File: config.mk
export PLATFORM = sky130hd
export DESIGN_NAME = single_wire_sensor_frame_decoder_flat
export DESIGN_NICKNAME = d
export VERILOG_FILES = /design/src/rtl/core/swsfd_pkg.sv /design/src/rtl/core/swsfd_if.sv /design/src/rtl/core/swsfd_assembler.sv /design/src/rtl/core/swsfd_unpack.sv /design/src/rtl/core/single_wire_sensor_frame_decoder.sv /design/src/flat_wrapper.sv
export VERILOG_INCLUDE_DIRS = /design/src /design/src/rtl/core
export SDC_FILE = /design/constraint.sdc
export NUM_CORES = 1
export LEC_CHECK = 0
export ABC_AREA = 1
export BUFFER_PORTS_ARGS = -buffer_cell sky130_fd_sc_hd__buf_2
export CORE_MARGIN = 2
export CORE_UTILIZATION = 39
export CTS_BUF_LIST = sky130_fd_sc_hd__clkbuf_8
export DETAILED_ROUTE_END_ITERATION = 8
export PLACE_DENSITY_LB_ADDON = 0.25
export SLEW_MARGIN = 20
export SYNTH_ARGS = -nofsm -noshare
export SYNTH_HDL_FRONTEND = slang
export SYNTH_HIERARCHICAL = 1
export SYNTH_SLANG_ARGS = --single-unit
File: constraint.sdc
create_clock -name clk -period 3.73 [get_ports clk]
set_input_delay 0.9325 -clock clk [delete_from_list [all_inputs] [get_ports clk]]
set_output_delay 0.9325 -clock clk [all_outputs]
set_load 0.02 [all_outputs]
File: src/rtl/core/single_wire_sensor_frame_decoder_defines.svh
// -----------------------------------------------------------------------------
// Single-wire sensor frame decoder: assertion macros
// Concurrent check helpers shared by the RTL of the frame decoder.
// -----------------------------------------------------------------------------
`ifndef SINGLE_WIRE_SENSOR_FRAME_DECODER_DEFINES_SVH
`define SINGLE_WIRE_SENSOR_FRAME_DECODER_DEFINES_SVH

// Same-cycle implication, checked outside reset
`define SWSFD_ASSERT_NOW(label, clk, rst_n, ante, cons) \
	label: assert property (@(posedge clk) disable iff (!rst_n) (ante) |-> (cons)) \
		else $error("swsfd check failed");

// Next-cycle implication, checked outside reset
`define SWSFD_ASSERT_NEXT(label, clk, rst_n, ante, cons) \
	label: assert property (@(posedge clk) disable iff (!rst_n) (ante) |=> (cons)) \
		else $error("swsfd check failed");

`endif

File: src/rtl/core/swsfd_pkg.sv
// -----------------------------------------------------------------------------
// Single-wire sensor frame decoder package
// Shared constants and payload types.
// -----------------------------------------------------------------------------
package swsfd_pkg;

	localparam int FRAME_LENGTH = 40;
	localparam int CNT_W        = 6;

	localparam logic [7:0]       THRESH_RESET = 8'd30;
	localparam logic [CNT_W-1:0] LAST_BIT     = CNT_W'(FRAME_LENGTH - 1);
	localparam logic [CNT_W-1:0] FULL_COUNT   = CNT_W'(FRAME_LENGTH);

	typedef logic [FRAME_LENGTH-1:0] frame_t;

	typedef struct packed {
		logic [7:0] pulse_width;
		logic       frame_start;
	} item_t;

	typedef struct packed {
		logic [15:0]        humidity_tenths;
		logic signed [15:0] temperature_tenths;
		logic               checksum_ok;
	} result_t;

endpackage

File: src/rtl/core/swsfd_if.sv
// -----------------------------------------------------------------------------
// Single-wire sensor frame decoder channels
// Valid/ready channels for bit requests, results and the threshold write.
// -----------------------------------------------------------------------------
interface swsfd_bit_if;
	logic       valid;
	logic       ready;
	logic [7:0] pulse_width;
	logic       frame_start;

	modport source (output valid, output pulse_width, output frame_start, input ready);
	modport sink   (input valid, input pulse_width, input frame_start, output ready);
endinterface

interface swsfd_result_if;
	logic               valid;
	logic               ready;
	logic [15:0]        humidity_tenths;
	logic signed [15:0] temperature_tenths;
	logic               checksum_ok;

	modport source (output valid, output humidity_tenths, output temperature_tenths,
		output checksum_ok, input ready);
	modport sink   (input valid, input humidity_tenths, input temperature_tenths,
		input checksum_ok, output ready);
endinterface

interface swsfd_cfg_if;
	logic       valid;
	logic       ready;
	logic [7:0] one_threshold;

	modport source (output valid, output one_threshold, input ready);
	modport sink   (input valid, input one_threshold, output ready);
endinterface

File: src/rtl/core/swsfd_assembler.sv
// -----------------------------------------------------------------------------
// Frame assembler
// Slices one pulse width into a bit and shifts it into the frame register.
// -----------------------------------------------------------------------------
`include "single_wire_sensor_frame_decoder_defines.svh"

module swsfd_assembler
	import swsfd_pkg::*;
(
	input  logic       clk,
	input  logic       arst_n,
	input  logic       advance,
	input  item_t      item,
	input  logic [7:0] threshold,
	output logic       done,
	output frame_t     frame_next
);

	frame_t           frame_q;
	logic [CNT_W-1:0] count_q;
	logic [CNT_W-1:0] count_next;
	logic             bit_val;

	always_comb begin
		bit_val    = (item.pulse_width >= threshold);
		frame_next = {frame_q[FRAME_LENGTH-2:0], bit_val};
		// a frame start drops whatever was collected so far
		count_next = item.frame_start ? CNT_W'(1) : count_q + CNT_W'(1);
		done       = (count_next == FULL_COUNT);
	end

	always_ff @(posedge clk or negedge arst_n) begin
		if (!arst_n) begin
			frame_q <= '0;
			count_q <= '0;
		end else if (advance) begin
			frame_q <= frame_next;
			count_q <= done ? '0 : count_next;
		end
	end

	`SWSFD_ASSERT_NOW(a_count_range, clk, arst_n, 1'b1, count_q < FULL_COUNT)
	`SWSFD_ASSERT_NOW(a_done_on_last, clk, arst_n, done, (count_q == LAST_BIT) && !item.frame_start)
	`SWSFD_ASSERT_NEXT(a_count_step, clk, arst_n, advance && !done && !item.frame_start,
		count_q == $past(count_q) + CNT_W'(1))

endmodule

File: src/rtl/core/swsfd_unpack.sv
// -----------------------------------------------------------------------------
// Frame unpacker
// Splits a full frame into humidity, signed temperature and checksum flag.
// -----------------------------------------------------------------------------
module swsfd_unpack
	import swsfd_pkg::*;
(
	input  frame_t  frame,
	output result_t res
);

	logic [15:0] traw;
	logic [15:0] mag;
	logic [7:0]  sum;

	always_comb begin
		traw = frame[23:8];
		mag  = {1'b0, traw[14:0]};
		// convert sign and magnitude; negative zero comes out as zero
		res.humidity_tenths    = frame[39:24];
		res.temperature_tenths = traw[15] ? -mag : mag;
		sum = frame[39:32] + frame[31:24] + frame[23:16] + frame[15:8];
		res.checksum_ok        = (sum == frame[7:0]);
	end

endmodule

File: src/rtl/core/single_wire_sensor_frame_decoder.sv
// -----------------------------------------------------------------------------
// Single-wire sensor frame decoder
// Turns measured bit pulse widths into humidity, temperature and checksum.
// -----------------------------------------------------------------------------
// Usage:
//   bit_in  - one request per data bit: the pulse width in microseconds and a
//             frame_start flag that marks the first bit of a new frame.
//   result  - one request per completed 40-bit frame: humidity and
//             temperature in tenths plus a checksum-ok flag.
//   cfg     - threshold write; a width at or above it decodes as one. Write
//             only while the block is idle. Always ready.
// Timing:
//   A bit request is registered on acceptance, then decoded and shifted in as
//   the input stage advances; the result register takes the frame result as
//   the last bit advances. One bit request is taken every cycle unless a
//   result stalls, set by the single input register feeding the frame register.
// Reset:
//   arst_n clears the frame, the bit count and all valids, and loads the
//   threshold with 30 us.
// Stall:
//   While a result waits and result.ready is low, hold the input register;
//   bit_in.ready drops once it is full, so one more request is taken at most.
// -----------------------------------------------------------------------------
`include "single_wire_sensor_frame_decoder_defines.svh"

module single_wire_sensor_frame_decoder
	import swsfd_pkg::*;
(
	input  logic           clk,
	input  logic           arst_n,
	swsfd_bit_if.sink      bit_in,
	swsfd_result_if.source result,
	swsfd_cfg_if.sink      cfg
);

	logic       valid_s1;
	item_t      item_s1;
	logic [7:0] thresh_q;
	logic       res_valid_q;
	result_t    res_q;

	logic    advance;
	logic    done;
	frame_t  frame_next;
	result_t res_next;

	// advance the input stage whenever the output register is free or draining
	assign advance      = valid_s1 && (!res_valid_q || result.ready);
	assign bit_in.ready = !valid_s1 || advance;
	assign cfg.ready    = 1'b1;

	// threshold register
	always_ff @(posedge clk or negedge arst_n) begin
		if (!arst_n) begin
			thresh_q <= THRESH_RESET;
		end else if (cfg.valid) begin
			thresh_q <= cfg.one_threshold;
		end
	end

	// input stage: hold the accepted bit request
	always_ff @(posedge clk or negedge arst_n) begin
		if (!arst_n) begin
			valid_s1 <= 1'b0;
		end else if (bit_in.ready) begin
			valid_s1 <= bit_in.valid;
		end
	end

	always_ff @(posedge clk) begin
		if (bit_in.valid && bit_in.ready) begin
			item_s1.pulse_width <= bit_in.pulse_width;
			item_s1.frame_start <= bit_in.frame_start;
		end
	end

	swsfd_assembler u_assembler (
		.clk        (clk),
		.arst_n     (arst_n),
		.advance    (advance),
		.item       (item_s1),
		.threshold  (thresh_q),
		.done       (done),
		.frame_next (frame_next)
	);

	swsfd_unpack u_unpack (
		.frame (frame_next),
		.res   (res_next)
	);

	// result register: load on the frame's last bit, drop once taken
	always_ff @(posedge clk or negedge arst_n) begin
		if (!arst_n) begin
			res_valid_q <= 1'b0;
		end else if (advance && done) begin
			res_valid_q <= 1'b1;
		end else if (result.ready) begin
			res_valid_q <= 1'b0;
		end
	end

	always_ff @(posedge clk) begin
		if (advance && done) begin
			res_q <= res_next;
		end
	end

	assign result.valid              = res_valid_q;
	assign result.humidity_tenths    = res_q.humidity_tenths;
	assign result.temperature_tenths = res_q.temperature_tenths;
	assign result.checksum_ok        = res_q.checksum_ok;

	`SWSFD_ASSERT_NOW(a_stall_blocks_input, clk, arst_n,
		valid_s1 && res_valid_q && !result.ready, !bit_in.ready)
	`SWSFD_ASSERT_NEXT(a_accept_fills_s1, clk, arst_n, bit_in.valid && bit_in.ready, valid_s1)
	`SWSFD_ASSERT_NOW(a_result_from_s1, clk, arst_n, $rose(res_valid_q), $past(valid_s1))

endmodule
File: src/flat_wrapper.sv
// flat-port wrapper written by rule: the top's interface ports become plain ports
module single_wire_sensor_frame_decoder_flat import swsfd_pkg::*;
  (clk, arst_n, bit_in_valid, bit_in_pulse_width, bit_in_frame_start, bit_in_ready, result_valid, result_humidity_tenths, result_temperature_tenths, result_checksum_ok, result_ready, cfg_valid, cfg_one_threshold, cfg_ready);
  swsfd_bit_if bit_in_i ();
  swsfd_result_if result_i ();
  swsfd_cfg_if cfg_i ();
  input  logic clk;
  input  logic arst_n;
  input wire logic [$bits(bit_in_i.valid)-1:0] bit_in_valid;
  input wire logic [$bits(bit_in_i.pulse_width)-1:0] bit_in_pulse_width;
  input wire logic [$bits(bit_in_i.frame_start)-1:0] bit_in_frame_start;
  output wire logic [$bits(bit_in_i.ready)-1:0] bit_in_ready;
  output wire logic [$bits(result_i.valid)-1:0] result_valid;
  output wire logic [$bits(result_i.humidity_tenths)-1:0] result_humidity_tenths;
  output wire logic [$bits(result_i.temperature_tenths)-1:0] result_temperature_tenths;
  output wire logic [$bits(result_i.checksum_ok)-1:0] result_checksum_ok;
  input wire logic [$bits(result_i.ready)-1:0] result_ready;
  input wire logic [$bits(cfg_i.valid)-1:0] cfg_valid;
  input wire logic [$bits(cfg_i.one_threshold)-1:0] cfg_one_threshold;
  output wire logic [$bits(cfg_i.ready)-1:0] cfg_ready;
  assign bit_in_i.valid = bit_in_valid;
  assign bit_in_i.pulse_width = bit_in_pulse_width;
  assign bit_in_i.frame_start = bit_in_frame_start;
  assign bit_in_ready = bit_in_i.ready;
  assign result_valid = result_i.valid;
  assign result_humidity_tenths = result_i.humidity_tenths;
  assign result_temperature_tenths = result_i.temperature_tenths;
  assign result_checksum_ok = result_i.checksum_ok;
  assign result_i.ready = result_ready;
  assign cfg_i.valid = cfg_valid;
  assign cfg_i.one_threshold = cfg_one_threshold;
  assign cfg_ready = cfg_i.ready;
  single_wire_sensor_frame_decoder u_core (.clk(clk), .arst_n(arst_n), .bit_in(bit_in_i), .result(result_i), .cfg(cfg_i));
endmodule
# == After elaboration in Yosys (flattened, before gate mapping) ==
# Index checks and enable logic that the tools add are counted.
# classes
n_addsub,5
order_cmp,1
n_eq_ne,2
muxes,5
n_reduce_logical,8
# ops
operator,n
8-bit adder,3
15-bit negator with 16-bit output,1
15-bit two-way mux,1
6-bit two-way mux,2
8-bit == test,1
8-bit greater-or-equal comparator,1
"6-bit by 1-bit adder with 6-bit output, second input constant",1
"6-bit == test, second input constant",1
1-bit logical AND,3
1-bit zero test,2
1-bit logical OR,2
1-bit two-way mux,2
2-bit nonzero test,1
# totals
ff_bits,97

# == Logic depth before layout (Yosys ltp) ==
# Gate-level depths: netlist of run 1.
# logic_depth
word_depth,5
depth_mapped,17
depth_no_buf,16

# == Cells and area by module ==
# Netlist of run 1, hierarchy kept.
# by_module_without_submodules
module,n_inst,cells_per_inst,area_each_um2,seq_area_each_um2
swsfd_assembler,1,240,2045.7,1126.1
single_wire_sensor_frame_decoder,1,92,1690.4,1516.5
swsfd_unpack,1,209,1337.5,0.0

# == Worst setup path before layout of run 1 ==
# Ideal clock, no wire load.
# synth_timing
path_kind,flip-flop to flip-flop
startpoint,register u_core.u_assembler.count_q[0]
endpoint,"register u_core.res_q, in the netlist u_core/result.checksum_ok (enable)"
setup_time_ns,0.423
t_arrival_ns,2.705
required_ns,3.307
setup_slack_ns,0.602
path_stages_with_launch,10
cell_sequence,dfrtp_1 ha_1 or2_0 nor2_1 nand2_1 nor2_2 nand2_1 inv_1 inv_1 nor2_1
# synth_via
elab_chain_cells,4
# synth_lines
item,line,rtl
start: declaration,swsfd_assembler.sv:20,logic [CNT_W-1:0] count_q;
start signal: assignment,swsfd_assembler.sv:38,count_q <= done ? '0 : count_next;
6-bit by 1-bit adder with 6-bit output,swsfd_assembler.sv:28,count_next = item.frame_start ? CNT_W'(1) : count_q + CNT_W'(1);
6-bit two-way mux,swsfd_assembler.sv:28,
6-bit == test,swsfd_assembler.sv:29,done = (count_next == FULL_COUNT);
net u_core.done,single_wire_sensor_frame_decoder.sv:43,logic done;
1-bit logical AND,single_wire_sensor_frame_decoder.sv:104,if (advance && done) begin
end signal: assignment,single_wire_sensor_frame_decoder.sv:105,res_q <= res_next;
end: declaration,single_wire_sensor_frame_decoder.sv:40,result_t res_q;
# The timed path passes the listed nets, and every way through them passes these cells.
# A chain may end at the register's enable or synchronous reset.

==> run metrics, run 1 <==
status=completed; placed cells=742; area of the multi-input gates=1870 um^2; WL per Instance=12.4 um; final wirelength=9420 um; Max Clock Skew=8.88 ps; post-synthesis area per instance=9.38 um^2; Synth cell types=35; clk slew on worst S/H paths=100 ps; crit path cell chain=fa_1 -> inv_1 -> fa_1 -> inv_1 -> ha_1 -> fa_1 -> inv_1 -> nand2_1 -> nand3b_1 -> nand2_1 -> nor2_1 -> nand3_1 -> nor2_1 -> nand2_1 -> nor2_1; most frequent cells in the layout=136 x nand2_1, 91 x inv_1, 56 x buf_2, 51 x o21ai_0, 51 x dfrtp_1; Fin Setup TNS=0 ps; DRC=0; die width=118 um; Area Overhead vs Synth=10.0%; Final Hold Fails=0; Final Critical Period=3120 ps; r2r setup slk=610 ps; initial core utilization=40.0%; vias=3,486; first-pass GRT wire length=16,000 um; CTS tree=built; fin cells=758; dominant synthesized flop cell=dfrtp_1; Root Driver=clkbuf_8; DIE HEIGHT=118 um; Clock Latency Late Sink=370 ps; # diodes=0; DRT iter0 DRCs=186; DIE AREA=13,900 um^2; Startpoint Class=flip-flop; crit-path max FO=4; CP Capture Type=flip-flop; commonest non-fill, non-tap cell in the layout=nand2_1; measured slew at the worst slew-check pin=681 ps; GPL Wtd Cong=0.829; num rows=41; critical path required time=3970 ps; total gr overflow=0; largest net degree at the start of global routing=48; total setup buffers inserted after CTS=0; Syn Inst Count=541; GRT Util Overall=14.5%; power per cell area=556 nW/um^2; Lkg Pwr=0.00267 uW; Register Area=2640 um^2; CTS Sinks=97; # Max-Cap Violations=0; post-cts resize count=0; mapped cell area=5070 um^2; Worst IR Drop VDD=0.312 mV; Hold Crit Class=reg2reg; Routed Antenna Nets=0; first drt pass iteration count=5; Net Count, Synth=594; # fillers=1,240; cts bufs inserted=9; CTS Hold Bufs=0; layout cell share with drive strength beyond 1=16.9%; CP max stage delay=530 ps; Yosys reg bits=97; core area=12,700 um^2; Final Power=3100 uW; period utilization=83.7%; placed wire-length estimate=6810 um; Fmax achieved=320 MHz; H-Tree Depth=3; initial antenna violation count=0; CP arrival=3360 ps; Slew Limit Fails=0; final setup fails=0; post-synthesis async set-or-reset flop share=56.7%; Max-slew headroom=54.6%; Final #Nets=634; Final WS setup=609 ps; # port buffers=56; via/cell ratio=4.60; pre-CTS setup slack=629 ps; sequential share of the synthesized area=52.1%; RSZ-0062 raised after global routing=no; Util after Layout=44.1%; Slowest cell on crit path=fa_1; EDFF count, synth=42; CP Class=reg2reg; Yosys Warn Count=6; vias in the first global route=3,519; I/O Pins=58; Max Root-Sink Buffers=2
## cells in the mapped netlist (3+ instances only)
master / instances / area (um^2)
o21ai_0: 51 / 255
clkbuf_1: 5 / 18.8
ha_1: 17 / 213
dfrtp_1: 51 / 1280
nand2_2: 6 / 37.5
inv_1: 90 / 338
xor2_1: 13 / 114
nand3_1: 23 / 115
nand4_1: 5 / 31.3
fa_1: 14 / 280
inv_2: 4 / 15.0
nor2_1: 20 / 75.1
buf_2: 3 / 15.0
dfstp_2: 4 / 105
buf_4: 20 / 150
edfxtp_1: 42 / 1260
nand2_1: 136 / 510
nor2_2: 3 / 18.8
o21ai_1: 5 / 25.0
a21oi_1: 7 / 35.0
nand3b_1: 3 / 22.5
## power breakdown
| group | total (uW) | internal, uW | switching, uW |
|---|---|---|---|
| Sequential | 1370 | 1240 | 130 |
| Combinational | 1060 | 430 | 632 |
| Clock | 676 | 310 | 366 |
## layer usage
layer | up-vias | part of all wire [%] | track usage (%)
met1 | 1604 | 42 | 16.6
met2 | 101 | 51 | 25.6
li1 | 1765 | - | -
met3 | 16 | 5.0 | 3.73
met4 | 0 | 2.0 | 5.72
met5 | - | 0 | 0
## worst max-delay path, delay by kind of cell, from the launching register on
kind,cells,cell delay [ps]
fa+ha+maj,4,1700
buf+inv,3,180
flops,1,440
simple gates,8,670
## registers in the layout, indices dropped and copies added, names as in the netlist
signal and flops:
u_core/item_s1 9, u_core/result.checksum_ok 1, u_core/result.humidity_tenths 16, u_core/result.temperature_tenths 16, u_core/result.valid 1, u_core/thresh_q 8, u_core/u_assembler/count_q 6, u_core/u_assembler/frame_q 39
u_core/valid_s1 1
## stage by stage
step | hold slack, ps | cell area, um^2
after floorplan | 448 | 5070
after global placement | 461 | 5390
after detailed placement | 460 | 5390
after CTS | 475 | 5580
after global routing | 484 | 5580
final | 472 | 5580
## worst paths after layout
check                                                            from                                         to  depth (start not counted)
max reg2reg                u_core/u_assembler/frame_q[16]$_DFFE_PN0P_        u_core/result.checksum_ok$_DFFE_PP_                         15
max in group asynchronous                                      arst_n             u_core/thresh_q[2]$_DFFE_PN1P_                          2
min reg2reg                            u_core/thresh_q[1]$_DFFE_PN1P_             u_core/thresh_q[1]$_DFFE_PN1P_                          2
min                                    u_core/thresh_q[1]$_DFFE_PN1P_             u_core/thresh_q[1]$_DFFE_PN1P_                          2
min in group asynchronous                                      arst_n  u_core/u_assembler/frame_q[4]$_DFFE_PN0P_                          1
max                        u_core/u_assembler/frame_q[16]$_DFFE_PN0P_        u_core/result.checksum_ok$_DFFE_PP_                         15
## cells by family (layout without fill, tap and decap cells)
logic type,after synthesis,after routing,synth area share (%)
xor gates and xnor gates,15,15,2.59
DFF,97,97,52.1
buffers and inverters,125,170,11.3
and+or+nand+nor,204,204,17.3
adders and majority gates,31,31,9.72
other,1,1,0.0739
AOI/OAI and AO/OA,68,68,6.95
## final cells by class
type / instances / area share (%)
clock buffer: 9 / 2.22
inverter: 94 / 6.32
tap: 172 / 3.85
timing repair buffer: 60 / 5.56
multi-input combinational: 319 / 33.4
clock inverter: 7 / 1.30
sequential: 97 / 47.3
Note: power is estimated with default switching activity, not from simulation.
==> run 2: changes to the inputs <==
==> constraint.sdc (replaced) <==
create_clock -name clk -period 2.7 [get_ports clk]
set_input_delay 0.675 -clock clk [delete_from_list [all_inputs] [get_ports clk]]
set_output_delay 0.675 -clock clk [all_outputs]
set_load 0.02 [all_outputs]
==> run 2 against run 1 <==
Against the previous run: the flow now finishes with violations (negative setup slack); sequential cell count did not move; via count is 2.8% higher; first-iteration DRC count shrank 32%; fmax rose by 4.5%; sequential power grew 34%; register-to-register slack lost 900 ps; cell area is 4.9% higher; non-clock buffer count is 28 higher; clock power increased by 60%; routed wire length is 1.1% higher; core utilization rose by 2.1 points; largest cell class unchanged; largest power group unchanged; highest routed layer unchanged.
==> run metrics, run 2 (same netlist as run 1, synthesis figures left out) <==
pre-CTS setup slack=-290 ps (was 629 ps); initial antenna violation count=0 (unchanged); num rows=41 (unchanged); CP arrival=3230 ps (was 3360 ps); Hold Crit Class=in2async (was reg2reg); Worst IR Drop VDD=0.316 mV (was 0.312 mV); CTS Sinks=97 (unchanged); layout cell share with drive strength beyond 1=21.2% (was 16.9%); critical path required time=2940 ps (was 3970 ps); # Max-Cap Violations=0 (unchanged); DP Area=5620 um^2 (was 5390 um^2); CP Class=reg2reg (unchanged); first-pass GRT wire length=16,400 um (was 16,000 um); vias=3,584 (was 3,486); CTS tree=built (unchanged); Fmax achieved=335 MHz (was 320 MHz); CP Capture Type=flip-flop (unchanged); DIE HEIGHT=118 um (unchanged); total setup buffers inserted after CTS=0 (unchanged); Fin Setup TNS=-287 ps (was 0 ps); clk slew on worst S/H paths=100 ps (about the same); Area Overhead vs Synth=15.4% (was 10.0%); initial core utilization=40.0% (unchanged); DIE AREA=13,900 um^2 (unchanged); period utilization=111% (was 83.7%); via/cell ratio=4.56 (was 4.60); RSZ-0062 raised after global routing=yes (was no); die width=118 um (unchanged); placed wire-length estimate=7130 um (was 6810 um); Layout Cell Area excl Fill=5850 um^2 (was 5580 um^2); H-Tree Depth=3 (unchanged); largest net degree at the start of global routing=44 (was 48); Final Critical Period=2990 ps (was 3120 ps); Lkg Pwr=0.00283 uW (was 0.00267 uW); I/O Pins=58 (unchanged); total gr overflow=0 (unchanged); Max Clock Skew=8.91 ps (was 8.88 ps); fin cells=786 (was 758); status=finished with violations (was completed); core area=12,700 um^2 (unchanged); Max-slew headroom=66.6% (was 54.6%); crit-path max FO=2 (was 4); Final Power=4650 uW (was 3100 uW); Final Hold Fails=0 (unchanged); final wirelength=9520 um (was 9420 um); Final #Nets=662 (was 634); Largest Register=u_core/u_assembler/frame_q (unchanged); Routed Antenna Nets=0 (unchanged); Root Driver=clkbuf_8 (unchanged); # diodes=0 (unchanged); Final WS setup=-287 ps (was 609 ps); WL per Instance=12.1 um (was 12.4 um); Slew Limit Fails=0 (unchanged); failing checks=negative setup slack; first drt pass iteration count=4 (was 5); measured slew at the worst slew-check pin=500 ps (was 681 ps); GRT Util Overall=15.0% (was 14.5%); power per cell area=794 nW/um^2 (was 556 nW/um^2); max reg flops=39 (unchanged); placed cells=770 (was 742); DRT iter0 DRCs=126 (was 186); Max Root-Sink Buffers=2 (unchanged); Startpoint Class=flip-flop (unchanged); commonest non-fill, non-tap cell in the layout=nand2_1 (unchanged); # port buffers=56 (unchanged); cts bufs inserted=9 (unchanged); GPL Wtd Cong=0.832 (was 0.829); vias in the first global route=3,514 (was 3,519); DRC=0 (unchanged); most frequent cells in the layout=136 x nand2_1, 90 x inv_1, 56 x buf_2, 51 x o21ai_0, 51 x dfrtp_1 (was 136 x nand2_1, 91 x inv_1, 56 x buf_2, 51 x o21ai_0, 51 x dfrtp_1); Clock Latency Late Sink=380 ps (was 370 ps); final setup fails=1 (was 0); r2r setup slk=-290 ps (was 610 ps)
-- run 2: cell count changes in the layout (fill, tap and decap cells not counted), sizes merged --
| cell | change |
|---|---|
| buf | +28 |
| clkinv | -2 |
| bufinv | +1 |
| clkbuf | +1 |
-- run 2: path summary, 6_finish.rpt --
path / from / endpoint / cells after the start
max in group asynchronous: arst_n / u_core/u_assembler/frame_q[22]$_DFFE_PN0P_ / 2
min reg2reg: u_core/thresh_q[1]$_DFFE_PN1P_ / u_core/thresh_q[1]$_DFFE_PN1P_ / 2
min in group clk: bit_in_pulse_width[1] / u_core/item_s1[2]$_DFFE_PP_ / 1
max: u_core/u_assembler/frame_q[24]$_DFFE_PN0P_ / u_core/result.checksum_ok$_DFFE_PP_ / 13
max reg2reg: u_core/u_assembler/frame_q[24]$_DFFE_PN0P_ / u_core/result.checksum_ok$_DFFE_PP_ / 13
min: arst_n / u_core/u_assembler/count_q[3]$_DFFE_PN0P_ / 1
-- run 2: critical path, stage by stage (launching register included) --
cell and delay, ps:
dfrtp_1 410, fa_1 540, inv_1 60, fa_1 480
inv_1 50, ha_2 170, fa_2 530, xnor2_1 110
nand3_1 80, nor2_1 110, nand3_1 80, nor2_1 100
nand2_1 50, nor2_1 70
-- run 2: what timing repair did --
action	4_1_cts	5_1_grt
cloned	0	0
hold buffers	0	0
pin swaps	4	0
setup endpoints to repair	1	1
gates resized for setup	0	1
-- run 2: layout make-up --
cell class,instances,area (um^2)
fillers,1264,6820
flip-flops and latches,97,2640
multi-input cells,319,1870
repair buffers,88,546
inverters,94,353
well taps,172,215
clock buffers,10,138
clock inverters,6,90.1
-- run 2: per-layer routing --
layer,up-vias,wire length [um],GRT usage [%]
met5,-,0,0
met4,0,199,6.85
met3,15,392,2.91
met2,81,4760,25.9
met1,1670,4160,17.9
li1,1818,-,-
-- run 2: where the power goes --
| part | leakage (uW) | internal (uW) | switching (uW) |
|---|---|---|---|
| logic | 0.00163 | 761 | 967 |
| clock network | 0.000113 | 550 | 531 |
| registers | 0.00109 | 1710 | 130 |
| total | 0.00283 | 3020 | 1630 |
-- run 2: per-stage QoR --
step | hold slack, ps | util [%]
final | 246 | 46.2
after global routing | 269 | 46.2
after CTS | 247 | 46.2
after detailed placement | 464 | 44.4
after global placement | 460 | 44.4
after floorplan | 379 | -
